===== src/hw/rtl/sct_pkg.sv =====
// Shared types, token kind codes, scan modes and helper functions for the
// source code tokenizer. No dependencies.
package sct_pkg;

    localparam int OFF_W         = 24;
    localparam int LINE_W        = 20;
    localparam int KEYWORD_CHARS = 7;
    localparam int KW_W          = 8 * KEYWORD_CHARS;
    localparam int KW_LEN_W      = $clog2(KEYWORD_CHARS + 2);
    localparam int KIND_W        = 7;
    localparam int CAUSE_W       = 3;
    localparam int TOK_PER_BUNDLE = 3;
    localparam int SCT_QUEUE_DEPTH = 4;

    localparam logic [OFF_W-1:0]  OFF_MAX  = '1;
    localparam logic [LINE_W-1:0] LINE_MAX = '1;

    // Token kinds
    localparam logic [KIND_W-1:0] K_EOF        = 7'd0;
    localparam logic [KIND_W-1:0] K_ERROR      = 7'd1;
    localparam logic [KIND_W-1:0] K_IDENT      = 7'd2;
    localparam logic [KIND_W-1:0] K_KW_FIRST   = 7'd3;
    localparam logic [KIND_W-1:0] K_MATCH      = 7'd38;
    localparam logic [KIND_W-1:0] K_NUMBER     = 7'd49;
    localparam logic [KIND_W-1:0] K_STRING     = 7'd50;
    localparam logic [KIND_W-1:0] K_REGEX      = 7'd51;
    localparam logic [KIND_W-1:0] K_LPAREN     = 7'd52;
    localparam logic [KIND_W-1:0] K_RPAREN     = 7'd53;
    localparam logic [KIND_W-1:0] K_LBRACE     = 7'd54;
    localparam logic [KIND_W-1:0] K_RBRACE     = 7'd55;
    localparam logic [KIND_W-1:0] K_LBRACKET   = 7'd56;
    localparam logic [KIND_W-1:0] K_RBRACKET   = 7'd57;
    localparam logic [KIND_W-1:0] K_SEMI       = 7'd58;
    localparam logic [KIND_W-1:0] K_COMMA      = 7'd59;
    localparam logic [KIND_W-1:0] K_QQ         = 7'd60;
    localparam logic [KIND_W-1:0] K_QDOT       = 7'd61;
    localparam logic [KIND_W-1:0] K_QUESTION   = 7'd62;
    localparam logic [KIND_W-1:0] K_COLON      = 7'd63;
    localparam logic [KIND_W-1:0] K_AT         = 7'd64;
    localparam logic [KIND_W-1:0] K_HASH       = 7'd65;
    localparam logic [KIND_W-1:0] K_DOT        = 7'd66;
    localparam logic [KIND_W-1:0] K_MINUS      = 7'd67;
    localparam logic [KIND_W-1:0] K_EQUAL      = 7'd68;
    localparam logic [KIND_W-1:0] K_BANG       = 7'd69;
    localparam logic [KIND_W-1:0] K_AMP        = 7'd70;
    localparam logic [KIND_W-1:0] K_PIPE       = 7'd71;
    localparam logic [KIND_W-1:0] K_SLASH      = 7'd72;
    localparam logic [KIND_W-1:0] K_PERCENT    = 7'd73;
    localparam logic [KIND_W-1:0] K_STAR       = 7'd74;
    localparam logic [KIND_W-1:0] K_CARET_PLUS = 7'd75;
    localparam logic [KIND_W-1:0] K_CARET      = 7'd76;
    localparam logic [KIND_W-1:0] K_TILDE      = 7'd77;
    localparam logic [KIND_W-1:0] K_PLUS_TILDE = 7'd78;
    localparam logic [KIND_W-1:0] K_PLUS       = 7'd79;
    localparam logic [KIND_W-1:0] K_BANG_EQ    = 7'd80;
    localparam logic [KIND_W-1:0] K_EQ_EQ      = 7'd81;
    localparam logic [KIND_W-1:0] K_LESS_EQ    = 7'd82;
    localparam logic [KIND_W-1:0] K_LESS       = 7'd83;
    localparam logic [KIND_W-1:0] K_GREATER_EQ = 7'd84;
    localparam logic [KIND_W-1:0] K_GREATER    = 7'd85;
    localparam logic [KIND_W-1:0] K_PIPE_GT    = 7'd86;
    localparam logic [KIND_W-1:0] K_PIPE_Q     = 7'd87;

    // Error causes
    localparam logic [CAUSE_W-1:0] CAUSE_NONE      = 3'd0;
    localparam logic [CAUSE_W-1:0] CAUSE_UNEXPECTED = 3'd1;
    localparam logic [CAUSE_W-1:0] CAUSE_OPEN_STR  = 3'd2;
    localparam logic [CAUSE_W-1:0] CAUSE_OPEN_RE   = 3'd3;
    localparam logic [CAUSE_W-1:0] CAUSE_LONE_AMP  = 3'd4;

    typedef enum logic [4:0] {
        M_IDLE, M_SLASH, M_LCOM, M_BLOCK, M_BSTAR, M_IDENT, M_NUM, M_NUMDOT,
        M_FRAC, M_STR, M_RE, M_REESC, M_QUEST, M_CARET, M_PLUSOP, M_BANGOP,
        M_EQOP, M_LTOP, M_GTOP, M_AMPOP, M_PIPEOP
    } mode_t;

    typedef logic [KW_W-1:0] kw_word_t;

    typedef struct packed {
        logic [KIND_W-1:0]  kind;
        logic [CAUSE_W-1:0] cause;
        logic [OFF_W-1:0]   start;
        logic [OFF_W-1:0]   len;
        logic [LINE_W-1:0]  line;
    } tok_t;

    typedef struct packed {
        logic [1:0]                   cnt;
        tok_t [TOK_PER_BUNDLE-1:0]    tok;
    } bundle_t;

    // Keywords, first character in the highest used byte; kind = K_KW_FIRST + index
    localparam int KW_COUNT = 46;
    localparam kw_word_t KW_WORDS [KW_COUNT] = '{
        kw_word_t'("v"), kw_word_t'("c"), kw_word_t'("r"), kw_word_t'("i"),
        kw_word_t'("e"), kw_word_t'("f"), kw_word_t'("w"), kw_word_t'("l"),
        kw_word_t'("m"), kw_word_t'("b"), kw_word_t'("s"), kw_word_t'("as"),
        kw_word_t'("fn"), kw_word_t'("ei"), kw_word_t'("st"), kw_word_t'("en"),
        kw_word_t'("tr"), kw_word_t'("tp"), kw_word_t'("in"), kw_word_t'("u8"),
        kw_word_t'("pr"), kw_word_t'("db"), kw_word_t'("ret"), kw_word_t'("any"),
        kw_word_t'("async"), kw_word_t'("await"), kw_word_t'("clone"),
        kw_word_t'("else"), kw_word_t'("eval"), kw_word_t'("false"),
        kw_word_t'("has"), kw_word_t'("impl"), kw_word_t'("json"),
        kw_word_t'("keys"), kw_word_t'("mut"), kw_word_t'("match"),
        kw_word_t'("nil"), kw_word_t'("pub"), kw_word_t'("panic"),
        kw_word_t'("recover"), kw_word_t'("spawn"), kw_word_t'("sync"),
        kw_word_t'("try"), kw_word_t'("true"), kw_word_t'("typeof"),
        kw_word_t'("use")
    };

    // Kind of a finished identifier
    function automatic logic [KIND_W-1:0] ident_kind(input kw_word_t chars,
                                                     input logic [KW_LEN_W-1:0] len);
        logic [KIND_W-1:0] k;
        k = K_IDENT;
        if (len <= KW_LEN_W'(KEYWORD_CHARS))
        begin
            for (int i = 0; i < KW_COUNT; i++)
            begin
                if (chars == KW_WORDS[i])
                begin
                    k = K_KW_FIRST + KIND_W'(i);
                end
            end
        end
        return k;
    endfunction

    function automatic logic regex_allowed(input logic [KIND_W-1:0] p);
        return p == K_EQUAL || p == K_LPAREN || p == K_COMMA || p == K_COLON ||
               p == K_BANG || p == K_AMP || p == K_PIPE || p == K_EOF ||
               p == K_MATCH;
    endfunction

    function automatic logic is_alpha(input logic [7:0] c);
        return (c >= "a" && c <= "z") || (c >= "A" && c <= "Z") || c == "_";
    endfunction

    function automatic logic is_digit(input logic [7:0] c);
        return c >= "0" && c <= "9";
    endfunction

    function automatic logic [OFF_W-1:0] off_inc(input logic [OFF_W-1:0] v);
        return (v == OFF_MAX) ? v : v + OFF_W'(1);
    endfunction

    function automatic tok_t make_tok(input logic [KIND_W-1:0] kind,
                                      input logic [CAUSE_W-1:0] cause,
                                      input logic [OFF_W-1:0] start,
                                      input logic [OFF_W-1:0] stop,
                                      input logic [LINE_W-1:0] line);
        tok_t t;
        t.kind  = kind;
        t.cause = cause;
        t.start = start;
        t.len   = stop - start;
        t.line  = line;
        return t;
    endfunction

endpackage


===== src/hw/rtl/sct_lexer.sv =====
// Front part: accepts source bytes, runs the scanner state and builds a
// bundle of up to three tokens per byte. Depends on sct_pkg.
module sct_lexer
    import sct_pkg::*;
(
    input  logic       clk,
    input  logic       rst_n,
    input  logic       in_valid,
    output logic       in_ready,
    input  logic [7:0] ch,
    input  logic       is_end,
    input  logic       q_full,
    output logic       push,
    output bundle_t    push_bundle
);

    mode_t                mode_reg, mode_next;
    logic [OFF_W-1:0]     ls_reg, ls_next;
    logic [OFF_W-1:0]     off_reg, off_next;
    logic [LINE_W-1:0]    line_reg, line_next;
    logic [KIND_W-1:0]    prev_reg, prev_next;
    kw_word_t             kw_reg, kw_next;
    logic [KW_LEN_W-1:0]  kwlen_reg, kwlen_next;
    logic [7:0]           pb_reg;
    logic                 fin_reg, fin_next;

    logic                 accept;
    tok_t                 tok_v [TOK_PER_BUNDLE];
    logic [1:0]           n;
    logic                 do_idle;
    logic [OFF_W-1:0]     base, base_p1, off_p1, off_p2;
    logic [KIND_W-1:0]    two, single, idk;
    logic                 two_hit;

    assign in_ready = !q_full;
    assign accept   = in_valid && in_ready;
    assign off_p1   = off_inc(off_reg);
    assign off_p2   = off_inc(off_p1);
    assign idk      = ident_kind(kw_reg, kwlen_reg);

    // Two-char operator completion and single-char fallback of a pending operator
    always_comb
    begin
        two    = K_EOF;
        two_hit = 1'b0;
        single = K_PIPE;
        unique case (mode_reg)
            M_QUEST:
            begin
                single = K_QUESTION;
                if (ch == "?") begin two = K_QQ; two_hit = 1'b1; end
                else if (ch == ".") begin two = K_QDOT; two_hit = 1'b1; end
            end
            M_CARET:
            begin
                single = K_CARET;
                if (ch == "+") begin two = K_CARET_PLUS; two_hit = 1'b1; end
            end
            M_PLUSOP:
            begin
                single = K_PLUS;
                if (ch == "~") begin two = K_PLUS_TILDE; two_hit = 1'b1; end
            end
            M_BANGOP:
            begin
                single = K_BANG;
                if (ch == "=") begin two = K_BANG_EQ; two_hit = 1'b1; end
            end
            M_EQOP:
            begin
                single = K_EQUAL;
                if (ch == "=") begin two = K_EQ_EQ; two_hit = 1'b1; end
            end
            M_LTOP:
            begin
                single = K_LESS;
                if (ch == "=") begin two = K_LESS_EQ; two_hit = 1'b1; end
            end
            M_GTOP:
            begin
                single = K_GREATER;
                if (ch == "=") begin two = K_GREATER_EQ; two_hit = 1'b1; end
            end
            M_AMPOP:
            begin
                single = K_ERROR;
                if (ch == "&") begin two = K_AMP; two_hit = 1'b1; end
            end
            M_PIPEOP:
            begin
                single = K_PIPE;
                if (ch == ">") begin two = K_PIPE_GT; two_hit = 1'b1; end
                else if (ch == "?") begin two = K_PIPE_Q; two_hit = 1'b1; end
                else if (ch == "|") begin two = K_PIPE; two_hit = 1'b1; end
            end
            default:
            begin
                single = K_PIPE;
            end
        endcase
    end

    // Scanner step: end-of-text flush, or pending token(s) then the byte from idle
    always_comb
    begin
        for (int i = 0; i < TOK_PER_BUNDLE; i++)
        begin
            tok_v[i] = '0;
        end
        n          = 2'd0;
        do_idle    = 1'b0;
        base       = off_reg;
        base_p1    = off_p1;
        mode_next  = mode_reg;
        ls_next    = ls_reg;
        off_next   = off_reg;
        line_next  = line_reg;
        prev_next  = prev_reg;
        kw_next    = kw_reg;
        kwlen_next = kwlen_reg;
        fin_next   = fin_reg;

        if (!fin_reg && (is_end || ch == 8'd0))
        begin
            // Flush the pending lexeme, then EOF
            unique case (mode_reg)
                M_SLASH:
                begin
                    if (regex_allowed(prev_reg))
                    begin
                        tok_v[n] = make_tok(K_ERROR, CAUSE_OPEN_RE, ls_reg, off_reg, line_reg);
                    end
                    else
                    begin
                        tok_v[n] = make_tok(K_SLASH, CAUSE_NONE, ls_reg, off_reg, line_reg);
                    end
                    n = n + 2'd1;
                end
                M_IDENT:
                begin
                    tok_v[n] = make_tok(idk, CAUSE_NONE, ls_reg, off_reg, line_reg);
                    n = n + 2'd1;
                end
                M_NUM, M_FRAC:
                begin
                    tok_v[n] = make_tok(K_NUMBER, CAUSE_NONE, ls_reg, off_reg, line_reg);
                    n = n + 2'd1;
                end
                M_NUMDOT:
                begin
                    tok_v[n] = make_tok(K_NUMBER, CAUSE_NONE, ls_reg, off_reg, line_reg);
                    n = n + 2'd1;
                    tok_v[n] = make_tok(K_DOT, CAUSE_NONE, off_reg, off_p1, line_reg);
                    n = n + 2'd1;
                    off_next = off_p1;
                end
                M_STR:
                begin
                    tok_v[n] = make_tok(K_ERROR, CAUSE_OPEN_STR, ls_reg, off_reg, line_reg);
                    n = n + 2'd1;
                end
                M_RE, M_REESC:
                begin
                    tok_v[n] = make_tok(K_ERROR, CAUSE_OPEN_RE, ls_reg, off_reg, line_reg);
                    n = n + 2'd1;
                end
                M_QUEST, M_CARET, M_PLUSOP, M_BANGOP, M_EQOP, M_LTOP, M_GTOP,
                M_AMPOP, M_PIPEOP:
                begin
                    tok_v[n] = make_tok(single,
                                        (mode_reg == M_AMPOP) ? CAUSE_LONE_AMP : CAUSE_NONE,
                                        ls_reg, off_reg, line_reg);
                    n = n + 2'd1;
                end
                default:
                begin
                end
            endcase
            tok_v[n]  = make_tok(K_EOF, CAUSE_NONE, off_next, off_next, line_reg);
            n         = n + 2'd1;
            mode_next = M_IDLE;
            ls_next   = off_next;
            prev_next = K_EOF;
            fin_next  = 1'b1;
        end
        else if (!fin_reg)
        begin
            if (ch == 8'h0a && line_reg != LINE_MAX)
            begin
                line_next = line_reg + LINE_W'(1);
            end
            unique case (mode_reg)
                M_IDLE:
                begin
                    do_idle = 1'b1;
                end
                M_SLASH:
                begin
                    if (ch == "/")
                    begin
                        off_next  = off_p1;
                        mode_next = M_LCOM;
                    end
                    else if (ch == "*")
                    begin
                        off_next  = off_p1;
                        mode_next = M_BLOCK;
                    end
                    else if (regex_allowed(prev_reg))
                    begin
                        off_next  = off_p1;
                        mode_next = (ch == "\\") ? M_REESC : M_RE;
                    end
                    else
                    begin
                        tok_v[n] = make_tok(K_SLASH, CAUSE_NONE, ls_reg, off_reg, line_reg);
                        n = n + 2'd1;
                        prev_next = K_SLASH;
                        do_idle = 1'b1;
                    end
                end
                M_LCOM:
                begin
                    if (ch == 8'h0a)
                    begin
                        do_idle = 1'b1;
                    end
                    else
                    begin
                        off_next = off_p1;
                    end
                end
                M_BLOCK:
                begin
                    off_next = off_p1;
                    if (ch == "*")
                    begin
                        mode_next = M_BSTAR;
                    end
                end
                M_BSTAR:
                begin
                    off_next = off_p1;
                    if (ch == "/")
                    begin
                        mode_next = M_IDLE;
                    end
                    else if (ch != "*")
                    begin
                        mode_next = M_BLOCK;
                    end
                end
                M_IDENT:
                begin
                    if (is_alpha(ch) || is_digit(ch))
                    begin
                        off_next = off_p1;
                        if (kwlen_reg < KW_LEN_W'(KEYWORD_CHARS))
                        begin
                            kw_next = {kw_reg[KW_W-9:0], ch};
                        end
                        if (kwlen_reg <= KW_LEN_W'(KEYWORD_CHARS))
                        begin
                            kwlen_next = kwlen_reg + KW_LEN_W'(1);
                        end
                    end
                    else
                    begin
                        tok_v[n] = make_tok(idk, CAUSE_NONE, ls_reg, off_reg, line_reg);
                        n = n + 2'd1;
                        prev_next = idk;
                        do_idle = 1'b1;
                    end
                end
                M_NUM, M_FRAC:
                begin
                    if (is_digit(ch))
                    begin
                        off_next = off_p1;
                    end
                    else if (ch == "." && mode_reg == M_NUM)
                    begin
                        mode_next = M_NUMDOT;
                    end
                    else
                    begin
                        tok_v[n] = make_tok(K_NUMBER, CAUSE_NONE, ls_reg, off_reg, line_reg);
                        n = n + 2'd1;
                        prev_next = K_NUMBER;
                        do_idle = 1'b1;
                    end
                end
                M_NUMDOT:
                begin
                    if (is_digit(ch))
                    begin
                        off_next  = off_p2;
                        mode_next = M_FRAC;
                    end
                    else
                    begin
                        tok_v[n] = make_tok(K_NUMBER, CAUSE_NONE, ls_reg, off_reg, line_reg);
                        n = n + 2'd1;
                        tok_v[n] = make_tok(K_DOT, CAUSE_NONE, off_reg, off_p1, line_reg);
                        n = n + 2'd1;
                        prev_next = K_DOT;
                        base      = off_p1;
                        base_p1   = off_p2;
                        do_idle   = 1'b1;
                    end
                end
                M_STR:
                begin
                    off_next = off_p1;
                    if (ch == "\"" && pb_reg != "\\")
                    begin
                        tok_v[n] = make_tok(K_STRING, CAUSE_NONE, ls_reg, off_p1, line_reg);
                        n = n + 2'd1;
                        prev_next = K_STRING;
                        mode_next = M_IDLE;
                    end
                end
                M_RE:
                begin
                    off_next = off_p1;
                    if (ch == "/")
                    begin
                        tok_v[n] = make_tok(K_REGEX, CAUSE_NONE, ls_reg, off_p1, line_reg);
                        n = n + 2'd1;
                        prev_next = K_REGEX;
                        mode_next = M_IDLE;
                    end
                    else if (ch == "\\")
                    begin
                        mode_next = M_REESC;
                    end
                end
                M_REESC:
                begin
                    off_next  = off_p1;
                    mode_next = M_RE;
                end
                M_QUEST, M_CARET, M_PLUSOP, M_BANGOP, M_EQOP, M_LTOP, M_GTOP,
                M_AMPOP, M_PIPEOP:
                begin
                    if (two_hit)
                    begin
                        tok_v[n] = make_tok(two, CAUSE_NONE, ls_reg, off_p1, line_reg);
                        n = n + 2'd1;
                        prev_next = two;
                        off_next  = off_p1;
                        mode_next = M_IDLE;
                    end
                    else
                    begin
                        tok_v[n] = make_tok(single,
                                            (mode_reg == M_AMPOP) ? CAUSE_LONE_AMP : CAUSE_NONE,
                                            ls_reg, off_reg, line_reg);
                        n = n + 2'd1;
                        prev_next = single;
                        do_idle = 1'b1;
                    end
                end
                default:
                begin
                    do_idle = 1'b1;
                end
            endcase

            // Byte seen from the idle state: start a lexeme here
            if (do_idle)
            begin
                ls_next   = base;
                off_next  = base_p1;
                mode_next = M_IDLE;
                if (ch == " " || ch == 8'h0d || ch == 8'h09 || ch == 8'h0a)
                begin
                    mode_next = M_IDLE;
                end
                else if (is_alpha(ch))
                begin
                    kw_next    = kw_word_t'(ch);
                    kwlen_next = KW_LEN_W'(1);
                    mode_next  = M_IDENT;
                end
                else if (is_digit(ch))
                begin
                    mode_next = M_NUM;
                end
                else
                begin
                    unique case (ch)
                        "(", ")", "{", "}", "[", "]", ";", ",", ":", "@", "#", ".",
                        "-", "%", "*", "~":
                        begin
                            unique case (ch)
                                "(": tok_v[n] = make_tok(K_LPAREN, CAUSE_NONE, base, base_p1, line_reg);
                                ")": tok_v[n] = make_tok(K_RPAREN, CAUSE_NONE, base, base_p1, line_reg);
                                "{": tok_v[n] = make_tok(K_LBRACE, CAUSE_NONE, base, base_p1, line_reg);
                                "}": tok_v[n] = make_tok(K_RBRACE, CAUSE_NONE, base, base_p1, line_reg);
                                "[": tok_v[n] = make_tok(K_LBRACKET, CAUSE_NONE, base, base_p1, line_reg);
                                "]": tok_v[n] = make_tok(K_RBRACKET, CAUSE_NONE, base, base_p1, line_reg);
                                ";": tok_v[n] = make_tok(K_SEMI, CAUSE_NONE, base, base_p1, line_reg);
                                ",": tok_v[n] = make_tok(K_COMMA, CAUSE_NONE, base, base_p1, line_reg);
                                ":": tok_v[n] = make_tok(K_COLON, CAUSE_NONE, base, base_p1, line_reg);
                                "@": tok_v[n] = make_tok(K_AT, CAUSE_NONE, base, base_p1, line_reg);
                                "#": tok_v[n] = make_tok(K_HASH, CAUSE_NONE, base, base_p1, line_reg);
                                ".": tok_v[n] = make_tok(K_DOT, CAUSE_NONE, base, base_p1, line_reg);
                                "-": tok_v[n] = make_tok(K_MINUS, CAUSE_NONE, base, base_p1, line_reg);
                                "%": tok_v[n] = make_tok(K_PERCENT, CAUSE_NONE, base, base_p1, line_reg);
                                "*": tok_v[n] = make_tok(K_STAR, CAUSE_NONE, base, base_p1, line_reg);
                                default: tok_v[n] = make_tok(K_TILDE, CAUSE_NONE, base, base_p1, line_reg);
                            endcase
                            prev_next = tok_v[n].kind;
                            n = n + 2'd1;
                        end
                        "/": mode_next = M_SLASH;
                        "\"": mode_next = M_STR;
                        "?": mode_next = M_QUEST;
                        "^": mode_next = M_CARET;
                        "+": mode_next = M_PLUSOP;
                        "!": mode_next = M_BANGOP;
                        "=": mode_next = M_EQOP;
                        "<": mode_next = M_LTOP;
                        ">": mode_next = M_GTOP;
                        "&": mode_next = M_AMPOP;
                        "|": mode_next = M_PIPEOP;
                        default:
                        begin
                            tok_v[n] = make_tok(K_ERROR, CAUSE_UNEXPECTED, base, base_p1, line_reg);
                            n = n + 2'd1;
                        end
                    endcase
                end
            end
        end
    end

    // Hand the bundle to the queue
    always_comb
    begin
        push_bundle.cnt = n;
        for (int i = 0; i < TOK_PER_BUNDLE; i++)
        begin
            push_bundle.tok[i] = tok_v[i];
        end
    end
    assign push = accept && (n != 2'd0);

    // Advance scanner state on each accepted byte
    always_ff @(posedge clk or negedge rst_n)
    begin
        if (!rst_n)
        begin
            mode_reg  <= M_IDLE;
            ls_reg    <= '0;
            off_reg   <= '0;
            line_reg  <= LINE_W'(1);
            prev_reg  <= K_EOF;
            kw_reg    <= '0;
            kwlen_reg <= '0;
            pb_reg    <= '0;
            fin_reg   <= 1'b0;
        end
        else if (accept)
        begin
            mode_reg  <= mode_next;
            ls_reg    <= ls_next;
            off_reg   <= off_next;
            line_reg  <= line_next;
            prev_reg  <= prev_next;
            kw_reg    <= kw_next;
            kwlen_reg <= kwlen_next;
            pb_reg    <= ch;
            fin_reg   <= fin_next;
        end
    end

endmodule


===== src/hw/rtl/sct_queue.sv =====
// Short queue of token bundles between the scanner and the token sender.
// Depends on sct_pkg.
module sct_queue
    import sct_pkg::*;
#(
    parameter int DEPTH = SCT_QUEUE_DEPTH
)
(
    input  logic    clk,
    input  logic    rst_n,
    input  logic    push,
    input  bundle_t push_bundle,
    output logic    full,
    input  logic    pop,
    output logic    not_empty,
    output bundle_t head
);

    localparam int PTR_W = (DEPTH > 1) ? $clog2(DEPTH) : 1;
    localparam int CNT_W = $clog2(DEPTH + 1);

    bundle_t            mem_reg [DEPTH];
    logic [PTR_W-1:0]   wr_reg, rd_reg;
    logic [CNT_W-1:0]   cnt_reg;

    assign full      = cnt_reg == CNT_W'(DEPTH);
    assign not_empty = cnt_reg != '0;
    assign head      = mem_reg[rd_reg];

    // Store a bundle at the tail
    always_ff @(posedge clk)
    begin
        if (push)
        begin
            mem_reg[wr_reg] <= push_bundle;
        end
    end

    // Advance pointers and fill count
    always_ff @(posedge clk or negedge rst_n)
    begin
        if (!rst_n)
        begin
            wr_reg  <= '0;
            rd_reg  <= '0;
            cnt_reg <= '0;
        end
        else
        begin
            if (push)
            begin
                wr_reg <= (wr_reg == PTR_W'(DEPTH - 1)) ? '0 : wr_reg + PTR_W'(1);
            end
            if (pop)
            begin
                rd_reg <= (rd_reg == PTR_W'(DEPTH - 1)) ? '0 : rd_reg + PTR_W'(1);
            end
            if (push && !pop)
            begin
                cnt_reg <= cnt_reg + CNT_W'(1);
            end
            else if (pop && !push)
            begin
                cnt_reg <= cnt_reg - CNT_W'(1);
            end
        end
    end

`ifndef SYNTH
    a_no_overflow: assert property (@(posedge clk) disable iff (!rst_n)
        push |-> !full || pop)
        else $error("queue push while full");
    a_no_underflow: assert property (@(posedge clk) disable iff (!rst_n)
        pop |-> not_empty)
        else $error("queue pop while empty");
    a_count_bound: assert property (@(posedge clk) disable iff (!rst_n)
        cnt_reg <= CNT_W'(DEPTH))
        else $error("queue count beyond depth");
    a_count_step: assert property (@(posedge clk) disable iff (!rst_n)
        (push && !pop) |=> cnt_reg == $past(cnt_reg) + CNT_W'(1))
        else $error("queue count did not advance");
`endif

endmodule


===== src/hw/rtl/sct_emitter.sv =====
// Back part: takes bundles from the queue and sends their tokens one per
// ready cycle, marking the last token of each bundle. Depends on sct_pkg.
module sct_emitter
    import sct_pkg::*;
(
    input  logic    clk,
    input  logic    rst_n,
    input  logic    q_not_empty,
    input  bundle_t q_head,
    output logic    pop,
    output logic    out_valid,
    input  logic    out_ready,
    output tok_t    out_tok,
    output logic    out_last
);

    bundle_t    cur_reg;
    logic [1:0] idx_reg;
    logic       valid_reg;
    logic       fire;

    assign out_valid = valid_reg;
    assign out_tok   = cur_reg.tok[idx_reg];
    assign out_last  = idx_reg == (cur_reg.cnt - 2'd1);
    assign fire      = valid_reg && out_ready;
    assign pop       = q_not_empty && (!valid_reg || (fire && out_last));

    // Load the next bundle or step to the next token
    always_ff @(posedge clk or negedge rst_n)
    begin
        if (!rst_n)
        begin
            valid_reg <= 1'b0;
            idx_reg   <= '0;
        end
        else if (pop)
        begin
            valid_reg <= 1'b1;
            idx_reg   <= '0;
        end
        else if (fire)
        begin
            if (out_last)
            begin
                valid_reg <= 1'b0;
            end
            idx_reg <= idx_reg + 2'd1;
        end
    end

    // Hold the bundle payload
    always_ff @(posedge clk)
    begin
        if (pop)
        begin
            cur_reg <= q_head;
        end
    end

endmodule


===== src/hw/rtl/source_code_tokenizer_top.sv =====
// Source code tokenizer: top level joining scanner, bundle queue and sender.
// Depends on sct_pkg, sct_lexer, sct_queue, sct_emitter.
//
// Input stream: one source byte per request on s_tdata; s_tlast marks end of
// text (byte ignored). A zero byte also ends the text. After the end, the
// pending lexeme is flushed, an EOF token is sent, and later requests are
// taken and dropped until reset.
// Output stream: one token per request; m_tuser carries kind and error cause,
// m_tdata the start offset, length and line; m_tlast marks the final token
// caused by one input byte.
// Throughput: one byte per cycle in, one token per cycle out. A byte may
// yield up to three tokens; the bundle queue (QUEUE_DEPTH bundles) absorbs
// such bursts, and s_tready drops only while it is full.
// A token is registered in the bundle queue, then in the sender, before it is shown.
// Reset: scanner idle, offset 0, line 1, queue empty, no output valid.
// When the receiver stalls, the current token holds on the output and
// bytes keep flowing in until the queue fills.
module source_code_tokenizer_top
    import sct_pkg::*;
#(
    parameter int QUEUE_DEPTH = SCT_QUEUE_DEPTH
)
(
    input  logic        clk,
    input  logic        rst_n,
    input  logic        s_tvalid,
    output logic        s_tready,
    input  logic [7:0]  s_tdata,   // [7:0] ch
    input  logic        s_tlast,
    output logic        m_tvalid,
    input  logic        m_tready,
    output logic [71:0] m_tdata,   // [23:0] start_offset, [47:24] token_length, [67:48] line_number
    output logic [15:0] m_tuser,   // [6:0] kind, [9:7] error_cause
    output logic        m_tlast
);

    logic    push, full, pop, not_empty;
    bundle_t push_bundle, head;
    tok_t    tok;

    sct_lexer u_lexer (
        .clk         (clk),
        .rst_n       (rst_n),
        .in_valid    (s_tvalid),
        .in_ready    (s_tready),
        .ch          (s_tdata),
        .is_end      (s_tlast),
        .q_full      (full),
        .push        (push),
        .push_bundle (push_bundle)
    );

    sct_queue #(
        .DEPTH (QUEUE_DEPTH)
    ) u_queue (
        .clk         (clk),
        .rst_n       (rst_n),
        .push        (push),
        .push_bundle (push_bundle),
        .full        (full),
        .pop         (pop),
        .not_empty   (not_empty),
        .head        (head)
    );

    sct_emitter u_emitter (
        .clk         (clk),
        .rst_n       (rst_n),
        .q_not_empty (not_empty),
        .q_head      (head),
        .pop         (pop),
        .out_valid   (m_tvalid),
        .out_ready   (m_tready),
        .out_tok     (tok),
        .out_last    (m_tlast)
    );

    // Pack token fields onto the stream
    assign m_tdata = {4'd0, tok.line, tok.len, tok.start};
    assign m_tuser = {6'd0, tok.cause, tok.kind};

endmodule


===== config.mk =====
export PLATFORM = sky130hd
export DESIGN_NAME = source_code_tokenizer_top
export DESIGN_NICKNAME = d
export VERILOG_FILES = /design/src/hw/rtl/sct_pkg.sv /design/src/hw/rtl/sct_lexer.sv /design/src/hw/rtl/sct_queue.sv /design/src/hw/rtl/sct_emitter.sv /design/src/hw/rtl/source_code_tokenizer_top.sv
export SDC_FILE = /design/constraint.sdc
export NUM_CORES = 2
export LEC_CHECK = 0
export BUFFER_PORTS_ARGS = -buffer_cell sky130_fd_sc_hd__buf_2
export CAP_MARGIN = 20
export CORE_ASPECT_RATIO = 1.1
export CORE_MARGIN = 4
export CORE_UTILIZATION = 40
export DETAILED_ROUTE_END_ITERATION = 10
export SKIP_CTS_REPAIR_TIMING = 1
export SYNTH_ARGS = -nofsm -noshare
export SYNTH_HDL_FRONTEND = slang
export SYNTH_SLANG_ARGS = --single-unit
export TNS_END_PERCENT = 30

===== constraint.sdc =====
create_clock -name clk -period 12.79 [get_ports clk]
set_clock_uncertainty 0.05 [all_clocks]
set_input_delay 2.558 -clock clk [delete_from_list [all_inputs] [get_ports clk]]
set_output_delay 2.558 -clock clk [all_outputs]
set_load 0.01 [all_outputs]

==> results.ini <==
[status]
status=finished clean

[worst_hold_path]
hold_path_class=reg -> reg
holdCritStartpoint=u_lexer.pb_reg[3]$_DFFE_PN0P_
whs_path_depth=2
hold-path-endpoint=u_lexer.pb_reg[3]$_DFFE_PN0P_

[cells_and_area]
layout-drive-gt1-share_pct=15.1
register_area_um2=38500
largest_reg_flops=920
multiInputGateArea_um2=23200
filler_cell_count=14000
area.growth.synth_to_final_pct=11.4
insertedDiodeCount=0
final_net_count=4929

[global_route]
grt-ovfl-total=0
grt_first_pass_wirelength_um=279000
global_route.usage.total_pct=22.5
first_global_vias=41700
grt_start_max_net_pins=116
antenna_violations_before_repair=3

[floorplan]
die_x_um=387
fp.dieArea_um2=165000
placeableCoreArea_um2=157000
floorplan.die.height_um=425
floorplan.rows=152
floorplan.initialDensity_pct=40.4
ios=104

[synthesis]
post_synth_edffs=1150
post_synth_instance_area_um2=63200
synthDominantCellAreaShare_pct=54.6
top_reg_cell_synth=sky130_fd_sc_hd__edfxtp_1
flop_and_latch_count_out_of_synthesis=1309
synth-compound-area-share_pct=10.3
synthMostInstantiatedCell=sky130_fd_sc_hd__edfxtp_1
ys_seq_area_share_pct=60.9
ys_warn_count=0
synth_cells=4754
yosys.area.top_type=sky130_fd_sc_hd__edfxtp_1
synth_top_family_by_area=simple AND/OR/NAND/NOR gates
synth_mux_area_share_pct=9.86
synth_simple_gate_area_share_pct=11.1
synth_cell_types=126
synth_area_per_cell_um2=13.3
fraction_of_registers_with_async_set_or_reset_after_synthesis_pct=12.1
ys_top_cells_by_count=sky130_fd_sc_hd__edfxtp_1 (1150), sky130_fd_sc_hd__nand2_1 (365), sky130_fd_sc_hd__nor2_1 (356)
synth.top_cells.by_area=sky130_fd_sc_hd__edfxtp_1 (55%), sky130_fd_sc_hd__mux4_2 (8.2%), sky130_fd_sc_hd__dfrtp_1 (6.3%)
synth_fa_ha_area_share_pct=2.31
synth_xor_area_share_pct=2.78

[worst_setup_path]
cp.required_ns=13.24
worstReg2RegStart=u_lexer.off_reg[2]$_DFFE_PN0P_
r2r_end=u_queue.mem_reg[2][41]$_DFFE_PP_
arrival_ns=9.38
setup.worst_path.class=in -> reg
end_kind=flip-flop
slack_of_the_worst_reg_to_reg_path_ns=4.54
ff2ff_path_depth=25
worst-path-max-fanout=37
start_kind=input port

[drt]
antenna_left=0
detailedRoute.firstIterationViolations=3706
routed_length_per_instance_um=27.0
wl_um=189000
route.detailed.drc=0
drt_first_pass_iters=6
route.detailed.vias_per_inst=5.97
vias=41700

[cts]
total_number_of_clock_tree_sinks=1309
cts.path.max_buffers=3
clk_transition_reported_paths_ns=0.06
cts_inserted_buffers=137
clock_tree_from_tritoncts=built
cts_htree_levels=4
clkLatencyLatePin_ns=0.81
cts_root_buf=sky130_fd_sc_hd__clkbuf_16

[power_and_ir_drop]
power.combinational.fraction_pct=36.9
sw_frac_of_total_pct=37.0
p_leak_nw=24.6
clock_power_share_pct=26.8
power_switching_mw=5.47
irDropWorstVdd_mv=0.178
pwr-share-seq_pct=36.4
p_per_area_nw_per_um2=210
p_int_mw=9.32

[sta]
timing_worst_slew_pin_value_ns=1.17
totalNegativeSetupSlack_ns=0
max-slew-margin-rel_pct=21.7
grt_setup_unrepaired=false
timing.final.max_slew_violations=0
final_min_period_over_clock_period_pct=69.8
setup_violations=0
max_freq_mhz=112
hold_viol_final=0
hold_ws_ns=0.426
layout_min_cycle_time_ns=8.93

[placed_design]
hpwl_um=125000
place.port_buffers=93
routabilityCongestion=0.975

[flow_run]
max-cap-violations=0

-- metal layers --
layer / track usage, % / share of wire [%] / vias to the layer above
met5: 0 / 0.0069 / -
met4: 8.24 / 3.7 / 2
met3: 3.81 / 5.9 / 333
met1: 30.8 / 43 / 21400
met2: 36.3 / 47 / 1478
li1: - / - / 18500
-- worst max-delay path, stage by stage --
cell,delay [ns]
sky130_fd_sc_hd__buf_2,0.46
sky130_fd_sc_hd__o21ai_0,0.29
sky130_fd_sc_hd__and2_1,0.32
sky130_fd_sc_hd__nor2_2,0.10
sky130_fd_sc_hd__buf_4,0.50
sky130_fd_sc_hd__inv_1,0.61
sky130_fd_sc_hd__o21ai_0,0.62
sky130_fd_sc_hd__inv_1,0.18
sky130_fd_sc_hd__ha_1,0.30
sky130_fd_sc_hd__nor2b_1,0.14
sky130_fd_sc_hd__o31a_1,0.29
sky130_fd_sc_hd__o41ai_1,0.53
sky130_fd_sc_hd__a21oi_1,0.19
sky130_fd_sc_hd__nor2_1,0.40
sky130_fd_sc_hd__o21a_1,0.27
sky130_fd_sc_hd__a21oi_1,0.09
sky130_fd_sc_hd__a2111oi_0,0.79
sky130_fd_sc_hd__xnor2_1,0.28
sky130_fd_sc_hd__a22oi_1,0.23
sky130_fd_sc_hd__o21ai_0,0.18
-- cell families after synthesis --
| family | after synthesis |
|---|---|
| AO/OA/AOI/OAI | 1007 |
| adder cells (fa/ha/maj) | 114 |
| buffers and inverters | 397 |
| XOR/XNOR | 198 |
| AND/OR/NAND/NOR | 1395 |
| multiplexers | 333 |
| other | 1 |
| flip-flops | 1309 |
-- through the flow --
step	power [mW]	utilization (%)	cells	instance area (um2)	setup WS (ns)
2_1_floorplan	9.06	-	4763	63300	1.64
3_3_place_gp	10.9	42.1	6740	66000	3.45
3_5_place_dp	10.9	42.2	6741	66000	3.30
4_1_cts	14.9	45.0	6988	70500	4.16
5_1_grt	15.5	45.0	6989	70500	3.56
6_report	14.8	45.0	6989	70500	3.86
-- power groups by stage --
stage	clock network (mW)	registers (mW)	logic, mW
3_3_place_gp	0	5.46	5.45
3_5_place_dp	0	5.47	5.45
2_1_floorplan	0	5.33	3.73
4_1_cts	4.05	5.38	5.46
5_1_grt	4.25	5.42	5.86
6_report	3.96	5.38	5.45
-- layout make-up --
cell class / instances / area share, %
tap: 2079 / 3.69
multi-input combinational: 3057 / 32.9
inverter: 115 / 0.613
sequential: 1309 / 54.7
timing repair buffer: 182 / 1.76
clock inverter: 75 / 1.21
clock buffer: 172 / 5.12
-- worst max path at each step --
stage,from,end,slack (ns),cells after the start
after floorplan,s_tdata[6],u_queue.mem_reg[0][0]$_DFFE_PP_,1.64,15
after global placement,s_tdata[1],u_queue.mem_reg[1][121]$_DFFE_PP_,3.45,20
after detailed placement,s_tdata[1],u_queue.mem_reg[2][121]$_DFFE_PP_,3.30,20
after CTS,s_tdata[1],u_queue.mem_reg[3][121]$_DFFE_PP_,4.16,20
after global routing,s_tdata[1],u_queue.mem_reg[3][121]$_DFFE_PP_,3.56,20
final,s_tdata[1],u_queue.mem_reg[2][41]$_DFFE_PP_,3.86,20
-- cell usage in the layout (no fill, tap or decap), types with 59 or more instances in the layout --
| cell type | count |
|---|---|
| sky130_fd_sc_hd__a21oi_1 | 219 |
| sky130_fd_sc_hd__a22o_1 | 59 |
| sky130_fd_sc_hd__and2_1 | 96 |
| sky130_fd_sc_hd__buf_2 | 92 |
| sky130_fd_sc_hd__buf_4 | 81 |
| sky130_fd_sc_hd__clkbuf_16 | 137 |
| sky130_fd_sc_hd__dfrtp_1 | 154 |
| sky130_fd_sc_hd__edfxtp_1 | 1150 |
| sky130_fd_sc_hd__ha_1 | 109 |
| sky130_fd_sc_hd__inv_1 | 102 |
| sky130_fd_sc_hd__mux2i_1 | 83 |
| sky130_fd_sc_hd__mux4_2 | 230 |
| sky130_fd_sc_hd__nand2_1 | 364 |
| sky130_fd_sc_hd__nand3_1 | 94 |
| sky130_fd_sc_hd__nor2_1 | 350 |
| sky130_fd_sc_hd__nor3_1 | 105 |
| sky130_fd_sc_hd__o21ai_0 | 282 |
| sky130_fd_sc_hd__o22ai_1 | 75 |
| sky130_fd_sc_hd__xnor2_1 | 149 |
No activity file was read; power rests on OpenSTA's default activity.
